## config.mk

```make
export PLATFORM = sky130hd
export DESIGN_NAME = agr_ctrl
export DESIGN_NICKNAME = d
export VERILOG_FILES = /design/src/rtl/audition_gate_gain_ramp_defines.svh /design/src/rtl/agr_pkg.sv /design/src/rtl/agr_ctrl.sv
export SDC_FILE = /design/constraint.sdc
export NUM_CORES = 1
export LEC_CHECK = 0
export ABC_AREA = 1
export BUFFER_PORTS_ARGS = -buffer_cell sky130_fd_sc_hd__buf_2
export CAP_MARGIN = 20
export CORE_MARGIN = 5
export CORE_UTILIZATION = 42
export DETAILED_ROUTE_END_ITERATION = 16
export GPL_ROUTABILITY_DRIVEN = 1
export GPL_TIMING_DRIVEN = 1
export PLACE_DENSITY = 0.72
export REMOVE_ABC_BUFFERS = 1
export SLEW_MARGIN = 20
export SYNTH_ARGS = -nofsm -noshare
export SYNTH_HDL_FRONTEND = slang
export SYNTH_SLANG_ARGS = --single-unit
```

## constraint.sdc

```tcl
create_clock -name clk -period 1.2 [get_ports clk]
set_clock_uncertainty 0.05 [all_clocks]
set_input_delay 0.06 -clock clk [delete_from_list [all_inputs] [get_ports clk]]
set_output_delay 0.06 -clock clk [all_outputs]
set_load 0.02 [all_outputs]
```

## src/rtl/audition_gate_gain_ramp_defines.svh

```systemverilog
// ----------------------------------------------------------------------------
// Assertion macros for the audition gate gain ramp
// Concurrent checks clocked on clk; ASSERT_OFF removes them.
// ----------------------------------------------------------------------------
`ifndef AUDITION_GATE_GAIN_RAMP_DEFINES_SVH
`define AUDITION_GATE_GAIN_RAMP_DEFINES_SVH
`ifndef ASSERT_OFF
`define AGR_ASSERT(lbl, prop, msg) \
    lbl: assert property (@(posedge clk) disable iff (!rst_n) prop) else $error(msg);
`define AGR_ASSERT_ALWAYS(lbl, prop, msg) \
    lbl: assert property (@(posedge clk) prop) else $error(msg);
`else
`define AGR_ASSERT(lbl, prop, msg)
`define AGR_ASSERT_ALWAYS(lbl, prop, msg)
`endif
`endif

```

## src/rtl/agr_pkg.sv

```systemverilog
// ----------------------------------------------------------------------------
// agr_pkg
// Shared constants and controller/datapath interface types.
// ----------------------------------------------------------------------------
package agr_pkg;

    localparam int SOURCES   = 16;
    localparam int SRC_W     = $clog2(SOURCES);
    localparam int HOLD_MAX  = 64;
    localparam int DIV_W     = 24;
    localparam int DIV_CNT_W = 5;
    localparam logic [15:0] RAMP_RESET = 16'd144;
    localparam logic signed [24:0] UNITY_Q = 25'sd8388608;

    typedef enum logic [1:0] {
        OP_QUERY   = 2'd0,
        OP_RETAIN  = 2'd1,
        OP_RELEASE = 2'd2,
        OP_EXTEND  = 2'd3
    } agr_op_t;

    typedef struct packed {
        logic accept;
        logic load;
        logic update;
        logic elap;
        logic mul;
        logic acc;
        logic goal_set;
        logic div_step;
        logic step_set;
        logic store;
        logic out_load;
    } agr_cmd_t;

    typedef struct packed {
        logic id_ok;
        logic is_query;
        logic goal_change;
        logic div_done;
        logic out_free;
    } agr_status_t;

endpackage

```

## src/rtl/agr_ctrl.sv

```systemverilog
// ----------------------------------------------------------------------------
// agr_ctrl
// Sequencer for one request at a time: load, advance, retarget, divide, store.
// ----------------------------------------------------------------------------
module agr_ctrl
    import agr_pkg::*;
(
    input  logic        clk,
    input  logic        rst_n,
    input  logic        in_valid,
    output logic        in_stall,
    input  agr_status_t st,
    output agr_cmd_t    cmd
);

    typedef enum logic [7:0] {
        S_IDLE  = 8'b0000_0001,
        S_EXEC  = 8'b0000_0010,
        S_ELAP  = 8'b0000_0100,
        S_MUL   = 8'b0000_1000,
        S_ACC   = 8'b0001_0000,
        S_GOAL  = 8'b0010_0000,
        S_DIV   = 8'b0100_0000,
        S_STORE = 8'b1000_0000
    } agr_state_t;

    agr_state_t state_reg, state_next;

    assign in_stall = (state_reg != S_IDLE);

    always_comb
    begin
        state_next = state_reg;
        cmd        = '0;
        case (state_reg)
            S_IDLE:
            begin
                if (in_valid)
                begin
                    cmd.accept = 1'b1;
                    state_next = S_EXEC;
                end
            end
            S_EXEC:
            begin
                cmd.load = 1'b1;
                if (!st.id_ok)
                    state_next = S_IDLE;
                else if (!st.is_query)
                begin
                    cmd.update = 1'b1;
                    state_next = S_IDLE;
                end
                else
                    state_next = S_ELAP;
            end
            S_ELAP:
            begin
                cmd.elap   = 1'b1;
                state_next = S_MUL;
            end
            S_MUL:
            begin
                cmd.mul    = 1'b1;
                state_next = S_ACC;
            end
            S_ACC:
            begin
                cmd.acc    = 1'b1;
                state_next = S_GOAL;
            end
            S_GOAL:
            begin
                if (st.goal_change)
                begin
                    cmd.goal_set = 1'b1;
                    state_next   = S_DIV;
                end
                else
                    state_next = S_STORE;
            end
            S_DIV:
            begin
                if (st.div_done)
                begin
                    cmd.step_set = 1'b1;
                    state_next   = S_STORE;
                end
                else
                    cmd.div_step = 1'b1;
            end
            S_STORE:
            begin
                cmd.store = 1'b1;
                if (st.out_free)
                begin
                    cmd.out_load = 1'b1;
                    state_next   = S_IDLE;
                end
            end
            default:
                state_next = S_IDLE;
        endcase
    end

    always_ff @(posedge clk or negedge rst_n)
    begin
        if (!rst_n)
            state_reg <= S_IDLE;
        else
            state_reg <= state_next;
    end

endmodule

```

* After elaboration in Yosys (flattened, before gate mapping)
Index checks and enable logic that the tools add are counted.
Cells by class: equality and inequality tests 12, muxes and demuxes 22, reductions and logical operators 1
Operators with widths (number):
- $pmux 8 s8 | 1
- $mux 8 | 5
- $mux 1 | 12
- $eq 8x1->1 const B | 1
- $eq 8x2->1 const B | 1
- $eq 8x3->1 const B | 1
- $eq 8x4->1 const B | 1
- $eq 8x5->1 const B | 1
- $eq 8x6->1 const B | 1
- $eq 8x7->1 const B | 1
- $eq 8x8->1 const B | 1
- $ne 8x1->1 const B | 1
- $mux 2 | 3
- $ne 2x2->1 const B | 3
- $mux 3 | 1
- $reduce_and 3->1 | 1
Storage, ports and cells: bits in registers 8, output and inout port bits 12, logic and storage cells 36, input bits 8

* Depth between registers and ports, before layout
Gate-level depths: netlist (run 1).
depth in word-level cells 3, gate-level depth with buffers 8

* Worst setup path before layout (run 1)
No wires, ideal clock.
kind register to output, start register state_reg[0], end output port cmd[10] (netlist bit), cell stages (with the launch flop) 6, required time 1.090 ns, arrival 1.266 ns, slack -0.176 ns, path buffers 0, cells stage by stage dfstp_2 nand2_1 nor2_1 and2_4 inv_1 nor2_1
RTL lines:
- from (decl) | line agr_ctrl.sv:27 | agr_state_t state_reg, state_next;
- from (signal assigned) | line agr_ctrl.sv:111 | state_reg <= state_next;
- to (decl) | line agr_ctrl.sv:13 | output agr_cmd_t cmd

==> metrics.yaml, run 1 <==
antenna_left: 0
pre_cts_slack_ns: -0.110
start_util_pct: 44.0
min_path_cells: 3
clockBufferDepth: 2
num_rows: 13
grt_pass1_wl_um: 2980
power.leakage_nw: 0.650
drv_cap: 0
wl_met3_um: 211
drt_first_pass_iters: 5
period_needed_ns: 1.69
antenna_found_initial: 0
path_buf_inv: 4
synth-seq-cells: 8
end_kind: "output port"
dr_wl_met2_um: 1250
vias_per_cell: 5.20
hpwl_um: 1090
synth_xor_area_share_pct: 0
slowest_delay_ns: 0.44
final_layout_size_suffix_gt1_share_pct: 66.7
dr.first_iter.drc_count: 19
slew-limit-headroom_pct: 85.1
peakVddDrop_uv: 978
htreeDepth: 1
crit_arrival_ns: 1.58
die-area_mm2: 0.00218
cp_max_fo: 4
wire_per_inst_um: 15.5
core_area_mm2: 0.00128
synth_top_family_by_area: "simple AND/OR/NAND/NOR gates"
fmax_mhz: 592
fin_crit_sh_pct: 141
muxShareOfSynthArea_pct: 0
met1Wirelength_um: 814
tightest_slew_ns: 0.223
area_growth_syn_to_layout_pct: 94.7
status: "finished with violations"
crit_cells: 6
setup_violations: 18
clock_latency_ns: 0.26
drv_slew: 0
cts-root-buf: "clkbuf_4"
path_clk_slew_ns: 0.07
rsz0062_at_grt: "yes"
cts_tree: "built"
synthAdderAreaFrac_pct: 0
yosys.area_share.simple_pct: 43.8
slowest_stage: "dfrtp_1"
powerDensity_mw_per_mm2: 1330
hold_slack_ns: 0.0439
synthesis.area_um2: 566
grt_pass1_vias: 739
numCtsBuffers: 3
maxUsedRoutingLayer: "met4"
synth_compound_area_share_pct: 5.53
reg2reg_depth: 9
grt_max_degree: 9
setup.worst_path.start_class: "register"
drc: 0
crit_family: "buffers and inverters"
syn_avg_cell_area_um2: 6.50
worstSetupPathType: "reg2out"
synth_warnings: 0
portBuffers: 19
track_usage_pct: 19.4
crit_chain: "buf_4 > nor2_1 > nand4_1 > buf_4 > inv_1 > buf_6"
diodes: 0
violations: "negative setup slack"
syn-instance-count: 87
ys_types: 19
worst_slack_ns: -0.490
gp_congestion: 0.706
hold_violations: 0
ioPinCount: 20
path_common_cell: "buf_4"
holdCritPathClass: "in2reg"
nets: 147
overflow: 0
dr_total_vias: 795
largest_register_ffs: 8
fp.dieW_um: 46.7
drt-total-wl_um: 2370
clock_sinks: 8
die_y_um: 46.7
yosysSeqAreaShare_pct: 35.6
crit_required_ns: 1.09
-- routing by layer --
metal,vias to the layer above,global-route usage (%)
li1,360,-
met1,365,20.7
met2,54,37.6
met5,-,0
met3,16,4.30
met4,0,4.97
-- logic make-up after synthesis --
kind of cell / Yosys count
buffers and inverters: 22
AOI/OAI and AO/OA: 5
DFF: 8
and+or+nand+nor: 52
-- metrics by stage --
stage                     area [µm²]  total power, W  setup TNS (ns)  instances  utilization [%]
after floorplan                  566        0.000672          -0.329         87                -
after global placement           732        0.000776          -0.355        128             57.0
after detailed placement         732        0.000793          -0.467        128             57.0
after CTS                        961         0.00124           -3.04        147             74.8
after global routing            1100         0.00154           -5.68        153             85.7
final                           1100         0.00147           -4.79        153             85.7
-- timing repair --
action                     4_1_cts  5_1_grt
setup endpoints to repair       14       17
gates resized for setup         33       31
setup buffers                   12        8
hold endpoints to repair         9        0
pin swaps                       18       11
hold buffers                     3        0
-- final timing paths --
check | from | end | slack [ns]
worst max-delay path | state_reg[2]$_DFFE_PN0P_ | cmd[6] | -0.49
worst min-delay path | in_valid | state_reg[1]$_DFFE_PN0P_ | 0.04
worst max register to register | state_reg[0]$_DFFE_PN1P_ | state_reg[0]$_DFFE_PN1P_ | -0.34
worst min register to register | state_reg[1]$_DFFE_PN0P_ | state_reg[5]$_DFFE_PN0P_ | 0.75
max in group asynchronous | rst_n | state_reg[0]$_DFFE_PN1P_ | 0.71
min in group asynchronous | rst_n | state_reg[5]$_DFFE_PN0P_ | 0.13
-- worst min-delay path, delay by kind of cell --
family | cells | cell delay, ns
and+or+nand+nor | 1 | 0.11
buffers and inverters | 2 | 0.16
-- report_power, final --
| part | switching (W) | internal (W) | leakage, nW |
|---|---|---|---|
| Combinational | 0.000445 | 0.000417 | 0.527 |
| Sequential | 0.0000524 | 0.000314 | 0.107 |
| Clock | 0.000113 | 0.000128 | 0.0150 |
-- cells in the final DEF, fill, tap and decap left out --
| cell | synthesis | layout |
|---|---|---|
| clkbuf_1 | 0 | 1 |
| nor2_4 | 1 | 7 |
| nand4_1 | 3 | 3 |
| buf_6 | 0 | 12 |
| clkbuf_4 | 0 | 3 |
| and2_4 | 1 | 1 |
| dlygate4sd3_1 | 0 | 3 |
| buf_2 | 0 | 7 |
| a21oi_2 | 1 | 1 |
| nand3_2 | 2 | 4 |
| o21ai_2 | 0 | 2 |
| buf_4 | 0 | 25 |
| nand2_4 | 1 | 3 |
| a21oi_1 | 1 | 1 |
| inv_4 | 1 | 2 |
| inv_2 | 3 | 11 |
| nand2_1 | 15 | 12 |
| o21a_1 | 1 | 1 |
| dfrtp_1 | 7 | 7 |
| nor2_1 | 23 | 9 |
| nand2_2 | 4 | 5 |
| dfstp_2 | 1 | 1 |
| inv_1 | 18 | 9 |
| nor2_2 | 0 | 8 |
-- cells in the mapped netlist (all sizes together) --
| cell | instances | area, µm² |
|---|---|---|
| dfstp | 1 | 26.3 |
| nand4 | 3 | 18.8 |
| o21a | 1 | 7.51 |
| nand2 | 20 | 92.6 |
| and2 | 1 | 8.76 |
| nand3 | 4 | 30.0 |
| o21ai | 2 | 10.0 |
| nor2 | 24 | 97.6 |
| a21oi | 2 | 13.8 |
| inv | 22 | 85.1 |
| dfrtp | 7 | 175 |
-- final cells by class --
| cell class | count | area, µm² |
|---|---|---|
| Sequential cell | 8 | 201 |
| Timing Repair Buffer | 47 | 388 |
| Clock buffer | 4 | 26.3 |
| Tap cell | 15 | 18.8 |
| Multi-Input combinational cell | 57 | 379 |
| Inverter | 22 | 87.6 |
| Fill cell | 77 | 184 |
No activity file was read; power rests on OpenSTA's default activity.
==> run 2, diff against run 1 <==
--- a/config.mk
+++ b/config.mk
@@ -8,12 +8,14 @@
 export ABC_AREA = 1
 export BUFFER_PORTS_ARGS = -buffer_cell sky130_fd_sc_hd__buf_2
 export CAP_MARGIN = 20
+export CELL_PAD_IN_SITES_DETAIL_PLACEMENT = 1
+export CELL_PAD_IN_SITES_GLOBAL_PLACEMENT = 1
 export CORE_MARGIN = 5
-export CORE_UTILIZATION = 42
+export CORE_UTILIZATION = 28
 export DETAILED_ROUTE_END_ITERATION = 16
 export GPL_ROUTABILITY_DRIVEN = 1
 export GPL_TIMING_DRIVEN = 1
-export PLACE_DENSITY = 0.72
+export PLACE_DENSITY = 0.71
 export REMOVE_ABC_BUFFERS = 1
 export SLEW_MARGIN = 20
 export SYNTH_ARGS = -nofsm -noshare
==> run 2 against run 1 <==
  * The flow still finishes with violations (negative setup slack)
  * Via count decreased by 12%
  * Combinational power is 18% lower
  * Cell area is 7.0% lower
  * Final cell count increased by 0.65%
  * Wire length down 15%
  * Core utilization down 33 points
  * Sequential power down 4%
  * Clock power fell by 5%
  * Critical path type unchanged
  * Largest cell class is now multi-input combinational cells
  * Largest power group unchanged
  * Highest routed layer unchanged
==> metrics.yaml, run 2 (same netlist as run 1, synthesis figures left out) <==
status: "finished with violations"  # unchanged
violations: "negative setup slack"  # unchanged
gp_congestion: 0.751  # was 0.706
cts_tree: "built"  # unchanged
dp.cells: 139  # was 128
peakVddDrop_uv: 1030  # was 978 µV
grt_pass1_vias: 744  # was 739
grt_max_degree: 9  # unchanged
nets: 136  # was 147
cp_max_fo: 5  # was 4
hold_violations: 0  # unchanged
dr_total_vias: 696  # was 795
crit_required_ns: 1.09  # about the same
antenna_left: 0  # unchanged
fin_crit_sh_pct: 128  # was 141%
setup_violations: 16  # was 18
htreeDepth: 1  # unchanged
end_kind: "output port"  # unchanged
min_from: "st[2]"  # was in_valid
final_layout_size_suffix_gt1_share_pct: 64.6  # was 66.7%
path_clk_slew_ns: 0.06  # was 0.07 ns
start_util_pct: 29.1  # was 44.0%
timing.rr.start: "state_reg[2]$_DFFE_PN0P_"  # was state_reg[0]$_DFFE_PN1P_
met1Wirelength_um: 684  # was 814 µm
die-area_mm2: 0.00302  # was 0.00218 mm²
fin_area_mm2: 0.00102  # was 0.00110 mm²
slew-limit-headroom_pct: 87.0  # was 85.1%
final.setup.tns_ns: -3.39  # was -4.79 ns
overflow: 0  # unchanged
power.leakage_nw: 0.587  # was 0.650 nW
drt_first_pass_iters: 4  # was 5
diodes: 0  # unchanged
wl_met3_um: 91  # was 211 µm
fin_util_pct: 52.7  # was 85.7%
drv_slew: 0  # unchanged
place_area_um2: 739  # was 732 µm²
tightest_slew_ns: 0.195  # was 0.223 ns
crit_arrival_ns: 1.42  # was 1.58 ns
vias_per_cell: 4.52  # was 5.20
drv_cap: 0  # unchanged
power_w: 0.00129  # was 0.00147 W
maxUsedRoutingLayer: "met4"  # unchanged
numCtsBuffers: 3  # unchanged
portBuffers: 19  # unchanged
worstSetupPathType: "reg2out"  # unchanged
cp-startpoint: "state_reg[2]$_DFFE_PN0P_"  # unchanged
mostFrequentLayoutCells: "14 x buf_4, 11 x buf_6, 10 x inv_2, 10 x nor2_1, 10 x nand2_1"  # was 25 x buf_4, 12 x nand2_1, 12 x buf_6, 11 x inv_2
fp.dieW_um: 54.9  # was 46.7 µm
track_usage_pct: 14.4  # was 19.4%
cts-root-buf: "clkbuf_4"  # unchanged
setup.worst_path.start_class: "register"  # unchanged
rsz0062_at_grt: "yes"  # unchanged
hpwl_um: 1340  # was 1090 µm
die_y_um: 54.9  # was 46.7 µm
final_common_cell: "buf_4"  # unchanged
period_needed_ns: 1.53  # was 1.69 ns
worst_slack_ns: -0.331  # was -0.490 ns
drt-total-wl_um: 2010  # was 2370 µm
fmax_mhz: 653  # was 592 MHz
clock_sinks: 8  # unchanged
dr.first_iter.drc_count: 5  # was 19
powerDensity_mw_per_mm2: 1260  # was 1330 mW/mm²
dr_wl_met2_um: 1180  # was 1250 µm
num_rows: 16  # was 13
antenna_found_initial: 0  # unchanged
holdCritPathClass: "in2reg"  # unchanged
core_area_mm2: 0.00194  # was 0.00128 mm²
layoutNonFillerInstCount: 154  # was 153
wire_per_inst_um: 13.1  # was 15.5 µm
drc: 0  # unchanged
area_growth_syn_to_layout_pct: 81.0  # was 94.7%
clockBufferDepth: 2  # unchanged
largest_register_ffs: 8  # unchanged
ioPinCount: 20  # unchanged
clock_latency_ns: 0.27  # was 0.26 ns
grt_pass1_wl_um: 3030  # was 2980 µm
run 2: path summary, 6_finish.rpt:
path	end	cells after the start	slack (ns)
max reg2reg	state_reg[0]$_DFFE_PN1P_	8	-0.24
max in group asynchronous	state_reg[0]$_DFFE_PN1P_	2	0.73
min	state_reg[6]$_DFFE_PN0P_	3	0.02
max	cmd[3]	6	-0.33
min reg2reg	state_reg[5]$_DFFE_PN0P_	4	0.68
min in group asynchronous	state_reg[4]$_DFFE_PN0P_	2	0.12
run 2: per-layer routing:
layer	vias up	track usage, %
met1	332	15.6
met3	8	5.09
li1	337	-
met4	0	3.64
met2	19	26.4
met5	-	0
run 2: cell type report:
| type | instances | area (µm²) |
|---|---|---|
| well taps | 27 | 33.8 |
| flip-flops and latches | 8 | 201 |
| inverters | 22 | 90.1 |
| clock buffers | 4 | 26.3 |
| fillers | 249 | 918 |
| repair buffers | 36 | 294 |
| multi-input cells | 57 | 378 |
run 2: through the flow:
stage | hold slack (ns) | setup WS [ns]
global route | 0.0229 | -0.436
CTS | 0.000158 | -0.310
finish | 0.0185 | -0.331
detailed placement | -0.134 | -0.166
global placement | -0.136 | -0.150
floorplan | -0.286 | -0.176
run 2: timing repair:
item                                    4_1_cts  5_1_grt
pin swaps                                     9       19
endpoints found under the hold margin         9        0
resized for setup                            20       42
endpoints found under the setup margin       16       18
cloned                                        0        0
setup buffers                                 7        3
hold buffers                                  2        0
run 2: worst max-delay path, stage by stage (launching register included):
cell and delay (ns):
dfrtp_1 0.43, inv_2 0.09, nand2_4 0.07, nor2_4 0.16, nand3_2 0.15, inv_1 0.10
buf_2 0.16
run 2: power by group:
part	total (W)	internal [W]	switching [W]
sequential	0.000351	0.000314	0.0000362
clock	0.000230	0.000128	0.000102
combinational	0.000708	0.000314	0.000394
total	0.00129	0.000756	0.000533
